$ cat src/rtl/cstr_ram.sv
`timescale 1ns / 1ps
`default_nettype none

module cstr_ram #(
  parameter int WIDTH = 8,
  parameter int DEPTH = 16
) (
  input  wire logic                     clk,
  input  wire logic                     we,
  input  wire logic [$clog2(DEPTH)-1:0] waddr,
  input  wire logic [WIDTH-1:0]         wdata,
  input  wire logic                     re,
  input  wire logic [$clog2(DEPTH)-1:0] raddr,
  output logic      [WIDTH-1:0]         rdata
);

  logic [WIDTH-1:0] mem [DEPTH];

  // one write port, one registered read port
  always_ff @(posedge clk) begin
    if (we) begin
      mem[waddr] <= wdata;
    end
    if (re) begin
      rdata <= mem[raddr];
    end
  end

endmodule

`default_nettype wire

$ cat config.mk
export PLATFORM = sky130hd
export DESIGN_NAME = cstr_ram
export DESIGN_NICKNAME = d
export VERILOG_FILES = /design/src/rtl/cstr_ram.sv
export SDC_FILE = /design/constraint.sdc
export NUM_CORES = 1
export LEC_CHECK = 0
export BUFFER_PORTS_ARGS = -buffer_cell sky130_fd_sc_hd__buf_4
export CORE_ASPECT_RATIO = 0.7
export CORE_MARGIN = 2
export CORE_UTILIZATION = 50
export CTS_CLUSTER_SIZE = 30
export DETAILED_ROUTE_END_ITERATION = 12
export GPL_TIMING_DRIVEN = 0
export PLACE_DENSITY = 0.71
export SLEW_MARGIN = 40
export SYNTH_ARGS = -nofsm -noshare
export SYNTH_HDL_FRONTEND = slang
export SYNTH_SLANG_ARGS = --single-unit
$ cat constraint.sdc
create_clock -name clk -period 3.6 [get_ports clk]
set_input_delay 0.54 -clock clk [delete_from_list [all_inputs] [get_ports clk]]
set_output_delay 0.54 -clock clk [all_outputs]
set_load 0.005 [all_outputs]
### After elaboration in Yosys (flattened, before gate mapping)

Memory sizes are Yosys's and may differ from the RTL's. A register that Yosys moved wholly into a read port is not among the register bits.
Cells that the tools add are included.

* add/subtract/negate cells: 0
* multiply operators: 0
* div/mod/pow operators: 0
* $lt $le $gt $ge: 0
* equal/unequal tests: 0
* shift-type cells: 0
* multiplexer cells: 2
* bitwise operators: 0
* reductions and logical operators: 0

Operators by type and width (count)
* 2-to-1 mux 1 bit: 2

* register bits after elaboration: 0
* bits in latches: 0
* bits in writable memories: 128
* memory bits (read-only): 0
* input port bits: 19
* output and inout port bits: 8
* memories kept: 1

Memories
* mem: depth 16, bits a word 8, read ports 1, clocked after Yosys merged registers in 1, write ports 1, RTL line 17 `logic [WIDTH-1:0] mem [DEPTH];`

### Logic depth before layout (Yosys ltp)

Gate-level depths: netlist (run 1).

* depth after elaboration: 2
* mapped depth: 5
* depth with buffers taken out: 3

### Least setup slack after synthesis (run 1)

No wires, ideal clock.

* kind: input to register
* from: input port waddr[2]
* to: memory mem[0][0], enable pin
* library setup time: 0.383 ns
* arrival: 1.650 ns
* setup slack: 1.567 ns
* cell stages on the path: 2
* path through: or3b_2 > nor3_1

RTL lines
* start: declaration: RTL line 10 `input wire logic [$clog2(DEPTH)-1:0] waddr,`
* end: declaration: RTL line 17

No word-level cell before the write port.

### Final worst setup path (run 1)

* from: input port waddr[2]
* to: memory mem[3][3], enable pin

No word-level cell before the write port.

==> results.sh, run 1 <==
export IMPL_min_delay_worst_endpoint="rdata[2]$_DFFE_PP_"
export IMPL_htree_levels=4
export IMPL_irDropWorstVdd_mv=0.364
export IMPL_crit_chain="buf_4, or3b_2, nor2_1"
export IMPL_critPathLaunch="waddr[2]"
export IMPL_syn_inst=229
export IMPL_setup_viol=0
export IMPL_routed_via_count=2387
export IMPL_drive_gt1_frac=0.290
export IMPL_synthAdderAreaFrac=0
export IMPL_area_growth_pct=16.9
export IMPL_p_leak_nw=2.03
export IMPL_cts_sinks=136
export IMPL_cts_made_buffers=17
export IMPL_slowest_delay_ns=0.64
export IMPL_fmax_mhz=551
export IMPL_powerDensity_nw_per_um2=569
export IMPL_critPathSlowestCell="nor2_1"
export IMPL_grt_pass1_wl_mm=15.2
export IMPL_drtIter0Drc=217
export IMPL_cts_repair_resized=0
export IMPL_setup_tns_ns=0
export IMPL_reg2reg_to="rdata[3]$_DFFE_PP_"
export IMPL_worstRegToRegCells=3
export IMPL_antenna_found_initial=0
export IMPL_synth_xor_area_frac=0
export IMPL_clk_latency_ns=0.41
export IMPL_clkTransAtPathRegs_ns=0.05
export IMPL_drc=0
export IMPL_clock_path_buffers=2
export IMPL_grt_total_usage=0.197
export IMPL_rows=31
export IMPL_yosysWarnings=0
export IMPL_endpoint_kind="register"
export IMPL_drv_cap=0
export IMPL_fin_nets=292
export IMPL_io_pins=27
export IMPL_overflow=0
export IMPL_slew_headroom=0.432
export IMPL_worst_pin_slew_ns=0.849
export IMPL_place_congestion=0.721
export IMPL_finalHoldViolations=0
export IMPL_core_area_sq_um=10300
export IMPL_muxShareOfSynthArea=0.148
export IMPL_portBuffers=25
export IMPL_rsz0062_at_grt="false"
export IMPL_syn_area_per_cell_sq_um=22.8
export IMPL_grt_max_degree=17
export IMPL_tritoncts="done"
export IMPL_placed_cell_area_sq_um=5600
export IMPL_cp_start_kind="input port"
export IMPL_cts_root_buf="clkbuf_16"
export IMPL_die_area_sq_um=11300
export IMPL_fin_crit_sh=0.504
export IMPL_status="finished, final reports clean"
export IMPL_grt_pass1_vias=2406
export IMPL_wl_mm=10.1
export IMPL_skew_ns=0.00614
export IMPL_start_util=0.509
export IMPL_synth_compound_area_frac=0.0230
export IMPL_final_common_cell="edfxtp_1"
export IMPL_synth_nets=248
export IMPL_min_period_ns=1.81
export IMPL_r2r_slack_ns=2.05
export IMPL_fin_area_sq_um=6110
export IMPL_hold_start="re"
export IMPL_cp_required_ns=3.63
export IMPL_synth_seq_area_share=0.781
export IMPL_synth_top_family_by_area="multiplexers"
export IMPL_hpwl_mm=6.39
export IMPL_crit_arrival_ns=1.84
export IMPL_critPathKind="in2reg"
export IMPL_path_buf_inv=1
export IMPL_avgRoutedWirePerCell_um=24.4
export IMPL_min_path_type="in2reg"
export IMPL_syn_cell_area_sq_um=5230
export IMPL_synth_seq_cells=136
export IMPL_synth_distinct_cells=18
export IMPL_avgViaCountPerCell=5.75
export IMPL_diodes=0
export IMPL_fp_dieH_um=89.6
export IMPL_cts_setup_buffers=0
export IMPL_path_delay_family="simple AND/OR/NAND/NOR gates"
export IMPL_cts_hold_buf=0
export IMPL_drv_slew=0
export IMPL_die_w_um=126
export IMPL_drtPass1Iterations=5
export IMPL_pre_cts_ws_ns=1.27
export IMPL_fin_ws_ns=1.79
export IMPL_holdPathStages=1
export IMPL_worst_r2r_startpoint="mem[5][3]$_DFFE_PP_"
export IMPL_crit_fanout=8
export IMPL_layout_common_cells="136 x edfxtp_1, 26 x buf_4, 18 x mux4_2"
export IMPL_hold_ws_ns=0.417
export IMPL_synth_simple_gate_area_frac=0.0314
export IMPL_antenna_left=0
[metrics by stage]
stage / std cells / total power, mW / utilization
6_report: 415 / 3.47 / 0.594
5_1_grt: 415 / 3.57 / 0.594
4_1_cts: 415 / 3.50 / 0.594
3_5_place_dp: 386 / 2.01 / 0.545
3_3_place_gp: 386 / 2.00 / 0.543
2_1_floorplan: 229 / 1.91 / -
[cell families (layout without fill, tap and decap cells)]
| group | after synthesis | count (layout) |
|---|---|---|
| flip-flops | 136 | 136 |
| AND/OR/NAND/NOR | 35 | 35 |
| AO/OA/AOI/OAI | 16 | 16 |
| buffers and inverters | 10 | 64 |
| multiplexers | 32 | 32 |
[worst register-to-register path, cell delays in order (launching register included)]
cell      delay, ns
edfxtp_1       0.37
mux4_1         0.59
a22oi_1        0.24
nand2_1        0.09
[worst max path at each step]
stage	end	cells after the start
CTS	mem[2][2]$_DFFE_PP_	3
global placement	mem[0][2]$_DFFE_PP_	3
floorplan	mem[0][0]$_DFFE_PP_	2
global route	mem[1][2]$_DFFE_PP_	3
finish	mem[3][3]$_DFFE_PP_	3
detailed placement	mem[2][2]$_DFFE_PP_	3
[registers in the layout (all words and copies together), names as in the netlist]
register / cells
mem: 128
rdata: 8
[final cells by class]
type / count / area, sq um
Buffer: 10 / 86.3
Clock buffer: 22 / 444
Clock inverter: 7 / 56.3
Fill cell: 730 / 4170
Multi-Input combinational cell: 83 / 1080
Sequential cell: 136 / 4080
Tap cell: 132 / 165
Timing Repair Buffer: 25 / 188
[metal layers]
layer  vias to the layer above  part of all wire  global-route usage
met5                         -                 0                   0
met4                         0            0.0025              0.0689
met3                         2              0.11              0.0598
met2                        96              0.45               0.283
met1                      1222              0.43               0.293
li1                       1067                 -                   -
[power by group]
group / leakage (nW) / internal (mW) / switching [mW]
Sequential: 1.24 / 1.79 / 0.00795
Clock: 0.246 / 0.925 / 0.576
Combinational: 0.543 / 0.0785 / 0.102
Total: 2.03 / 2.79 / 0.686
[cells in the mapped netlist, drive strengths merged]
cell type      number  area share
nor2b               1      0.0012
or3b                1      0.0017
and2                1      0.0012
nand3b              2      0.0029
nand2               9      0.0065
edfxtp            136        0.78
clkdlybuf4s25       3      0.0057
mux4               32        0.15
a22oi              16       0.023
nand2b              2      0.0024
buf                 7       0.011
nor3                4      0.0038
nor2               13      0.0093
nand3               1     0.00096
and2b               1      0.0014
Note: power is estimated with default switching activity, not from simulation.
==> run 2: changes to the inputs <==
ABC_AREA = 1   (was unset)
PLACE_DENSITY = 0.74   (was 0.71)
clock period = 1.48 ns   (was 3.6 ns; I/O delays follow)
==> run 2 against run 1 <==
  * Hold slack worse by 0.33 ns
  * Critical endpoint is now mem[4][5]$_DFFE_PP_
  * Critical path depth stayed put
  * Cell count is 83% higher
  * Largest cell class unchanged
  * Utilization is 1.5 points higher
==> results.sh, run 2 <==
export IMPL_status="finished, final reports clean"
export IMPL_io_pins=27
export IMPL_fmax_mhz=774
export IMPL_drv_cap=0
export IMPL_hpwl_mm=9.19
export IMPL_diodes=0
export IMPL_crit_chain="buf_4, nand3b_1, nor2_1"
export IMPL_setup_tns_ns=0
export IMPL_clkTransAtPathRegs_ns=0.05
export IMPL_drc=0
export IMPL_start_util=0.522
export IMPL_die_area_sq_um=12600
export IMPL_largest_register_ffs=128
export IMPL_async_flop_share=0
export IMPL_portBuffers=23
export IMPL_antenna_left=0
export IMPL_synth_distinct_cells=11
export IMPL_cp_required_ns=1.52
export IMPL_synth_edf_count=136
export IMPL_drtIter0Drc=547
export IMPL_setup_viol=0
export IMPL_worst_r2r_startpoint="mem[2][3]$_DFFE_PP_"
export IMPL_antenna_found_initial=0
export IMPL_yosys_top_cells_area="edfxtp_1 70%, nand2_1 11%, nand3_1 8.3%"
export IMPL_path_delay_family="simple AND/OR/NAND/NOR gates"
export IMPL_overflow=0
export IMPL_cts_root_buf="clkbuf_16"
export IMPL_avgRoutedWirePerCell_um=18.8
export IMPL_area_growth_pct=16.7
export IMPL_rsz0062_at_grt="false"
export IMPL_cp_start_kind="input port"
export IMPL_syn_cell_area_sq_um=5850
export IMPL_grt_pass1_vias=3742
export IMPL_synth_most_common_cell="nand2_1"
export IMPL_critPathSlowestCell="nor2_1"
export IMPL_clock_path_buffers=2
export IMPL_drv_slew=0
export IMPL_hold_ws_ns=0.0852
export IMPL_cts_repair_resized=0
export IMPL_path_buf_inv=1
export IMPL_tritoncts="done"
export IMPL_p_leak_nw=2.93
export IMPL_critPathKind="in2reg"
export IMPL_htree_levels=4
export IMPL_synth_largest_area_cell="edfxtp_1"
export IMPL_synth_nets=570
export IMPL_cts_sinks=136
export IMPL_grt_total_usage=0.245
export IMPL_place_congestion=0.937
export IMPL_cts_made_buffers=17
export IMPL_wl_mm=14.3
export IMPL_clk_latency_ns=0.42
export IMPL_layout_common_cells="173 x nand2_1, 136 x edfxtp_1, 100 x inv_1"
export IMPL_yosysWarnings=0
export IMPL_grt_pass1_wl_mm=21.9
export IMPL_irDropWorstVdd_mv=1.11
export IMPL_drive_gt1_frac=0.137
export IMPL_slowest_delay_ns=0.71
export IMPL_finalHoldViolations=0
export IMPL_endpoint_kind="register"
export IMPL_reg_top3="mem x128, rdata x8"
export IMPL_min_period_ns=1.29
export IMPL_routed_via_count=4019
export IMPL_core_area_sq_um=11200
export IMPL_synth_common_cells="173 x nand2_1, 136 x edfxtp_1, 100 x inv_1"
export IMPL_synth_top_area_frac=0.698
export IMPL_avgViaCountPerCell=5.30
export IMPL_drtPass1Iterations=6
export IMPL_ys_flop_type="edfxtp_1"
export IMPL_cts_hold_buf=0
export IMPL_r2r_slack_ns=0.26
export IMPL_fin_crit_sh=0.872
export IMPL_synth_seq_area_share=0.698
export IMPL_worstRegToRegCells=6
export IMPL_syn_inst=551
export IMPL_synth_seq_cells=136
export IMPL_min_path_type="in2reg"
export IMPL_crit_fanout=8
export IMPL_regMostFlops="mem"
export IMPL_rows=32
export IMPL_fin_nets=612
export IMPL_min_delay_worst_endpoint="rdata[1]$_DFFE_PP_"
export IMPL_worst_pin_slew_ns=0.842
export IMPL_final_common_cell="nand2_1"
export IMPL_holdPathStages=1
export IMPL_skew_ns=0.00694
export IMPL_fp_dieH_um=94.5
export IMPL_hold_start="re"
export IMPL_cts_setup_buffers=0
export IMPL_syn_area_per_cell_sq_um=10.6
export IMPL_die_w_um=133
export IMPL_grt_max_degree=17
export IMPL_slew_headroom=0.437
export IMPL_reg2reg_to="rdata[3]$_DFFE_PP_"
export IMPL_powerDensity_nw_per_um2=1350
export IMPL_crit_arrival_ns=1.33
## run 2: cell types whose count changed in the layout (fill, tap and decap cells not counted), moves of 3 or more
cell             change
clkinv_4             +3
nor3_2               -4
nand3_1             +96
clkbuf_1             -4
mux4_1              -14
buf_2               +10
nand2_1            +164
a22oi_1             -16
clkinvlp_4           +4
buf_6                +3
clkdlybuf4s25_2      -3
mux4_2              -18
inv_1              +100
## run 2: worst max-delay path by stage
stage,from,to,slack (ns),cells after the start
floorplan,waddr[2],mem[10][0]$_DFFE_PP_,0.31,2
global placement,waddr[3],mem[7][0]$_DFFE_PP_,-0.22,3
detailed placement,waddr[1],mem[13][0]$_DFFE_PP_,-0.24,4
CTS,waddr[1],mem[13][5]$_DFFE_PP_,0.18,4
global route,waddr[3],mem[4][5]$_DFFE_PP_,0.12,3
finish,waddr[3],mem[4][5]$_DFFE_PP_,0.19,3
## run 2: worst register-to-register path, stage by stage, from the launching register on
cell and delay, ns:
edfxtp_1 0.37, nand2_1 0.09, nand2_1 0.09, nand2_1 0.09, nand3_1 0.12, nand3_1 0.11, nand2_1 0.09
## run 2: logic make-up after synthesis
logic type,synth area share
flops,0.698
simple gates,0.208
buf+inv,0.0939
## run 2: stage by stage
| stage | instance area (sq um) | instances | power, mW | setup WS (ns) | utilization |
|---|---|---|---|---|---|
| after detailed placement | 6220 | 727 | 5.01 | -0.237 | 0.554 |
| after floorplan | 5850 | 551 | 4.74 | 0.307 | - |
| after global routing | 6830 | 759 | 9.48 | 0.117 | 0.609 |
| final | 6830 | 759 | 9.24 | 0.189 | 0.609 |
| after global placement | 6210 | 727 | 5.00 | -0.223 | 0.554 |
| after CTS | 6820 | 759 | 9.23 | 0.177 | 0.608 |
## run 2: metal layers
| layer | part of all wire | track usage |
|---|---|---|
| met5 | 0 | 0 |
| met1 | 0.46 | 0.375 |
| met3 | 0.11 | 0.0526 |
| met4 | 0.013 | 0.0816 |
| met2 | 0.41 | 0.350 |
## run 2: layout make-up
class | instances | area, sq um
clock inverters | 14 | 173
plain buffers | 24 | 166
inverters | 102 | 383
fillers | 898 | 4390
multi-input cells | 289 | 1230
repair buffers | 23 | 173
clock buffers | 18 | 429
flip-flops and latches | 136 | 4080
well taps | 153 | 191
## run 2: power breakdown
part           total, mW  switching (mW)  internal, mW
logic              0.590           0.407         0.183
clock network       4.29            1.63          2.65
registers           4.36          0.0213          4.34
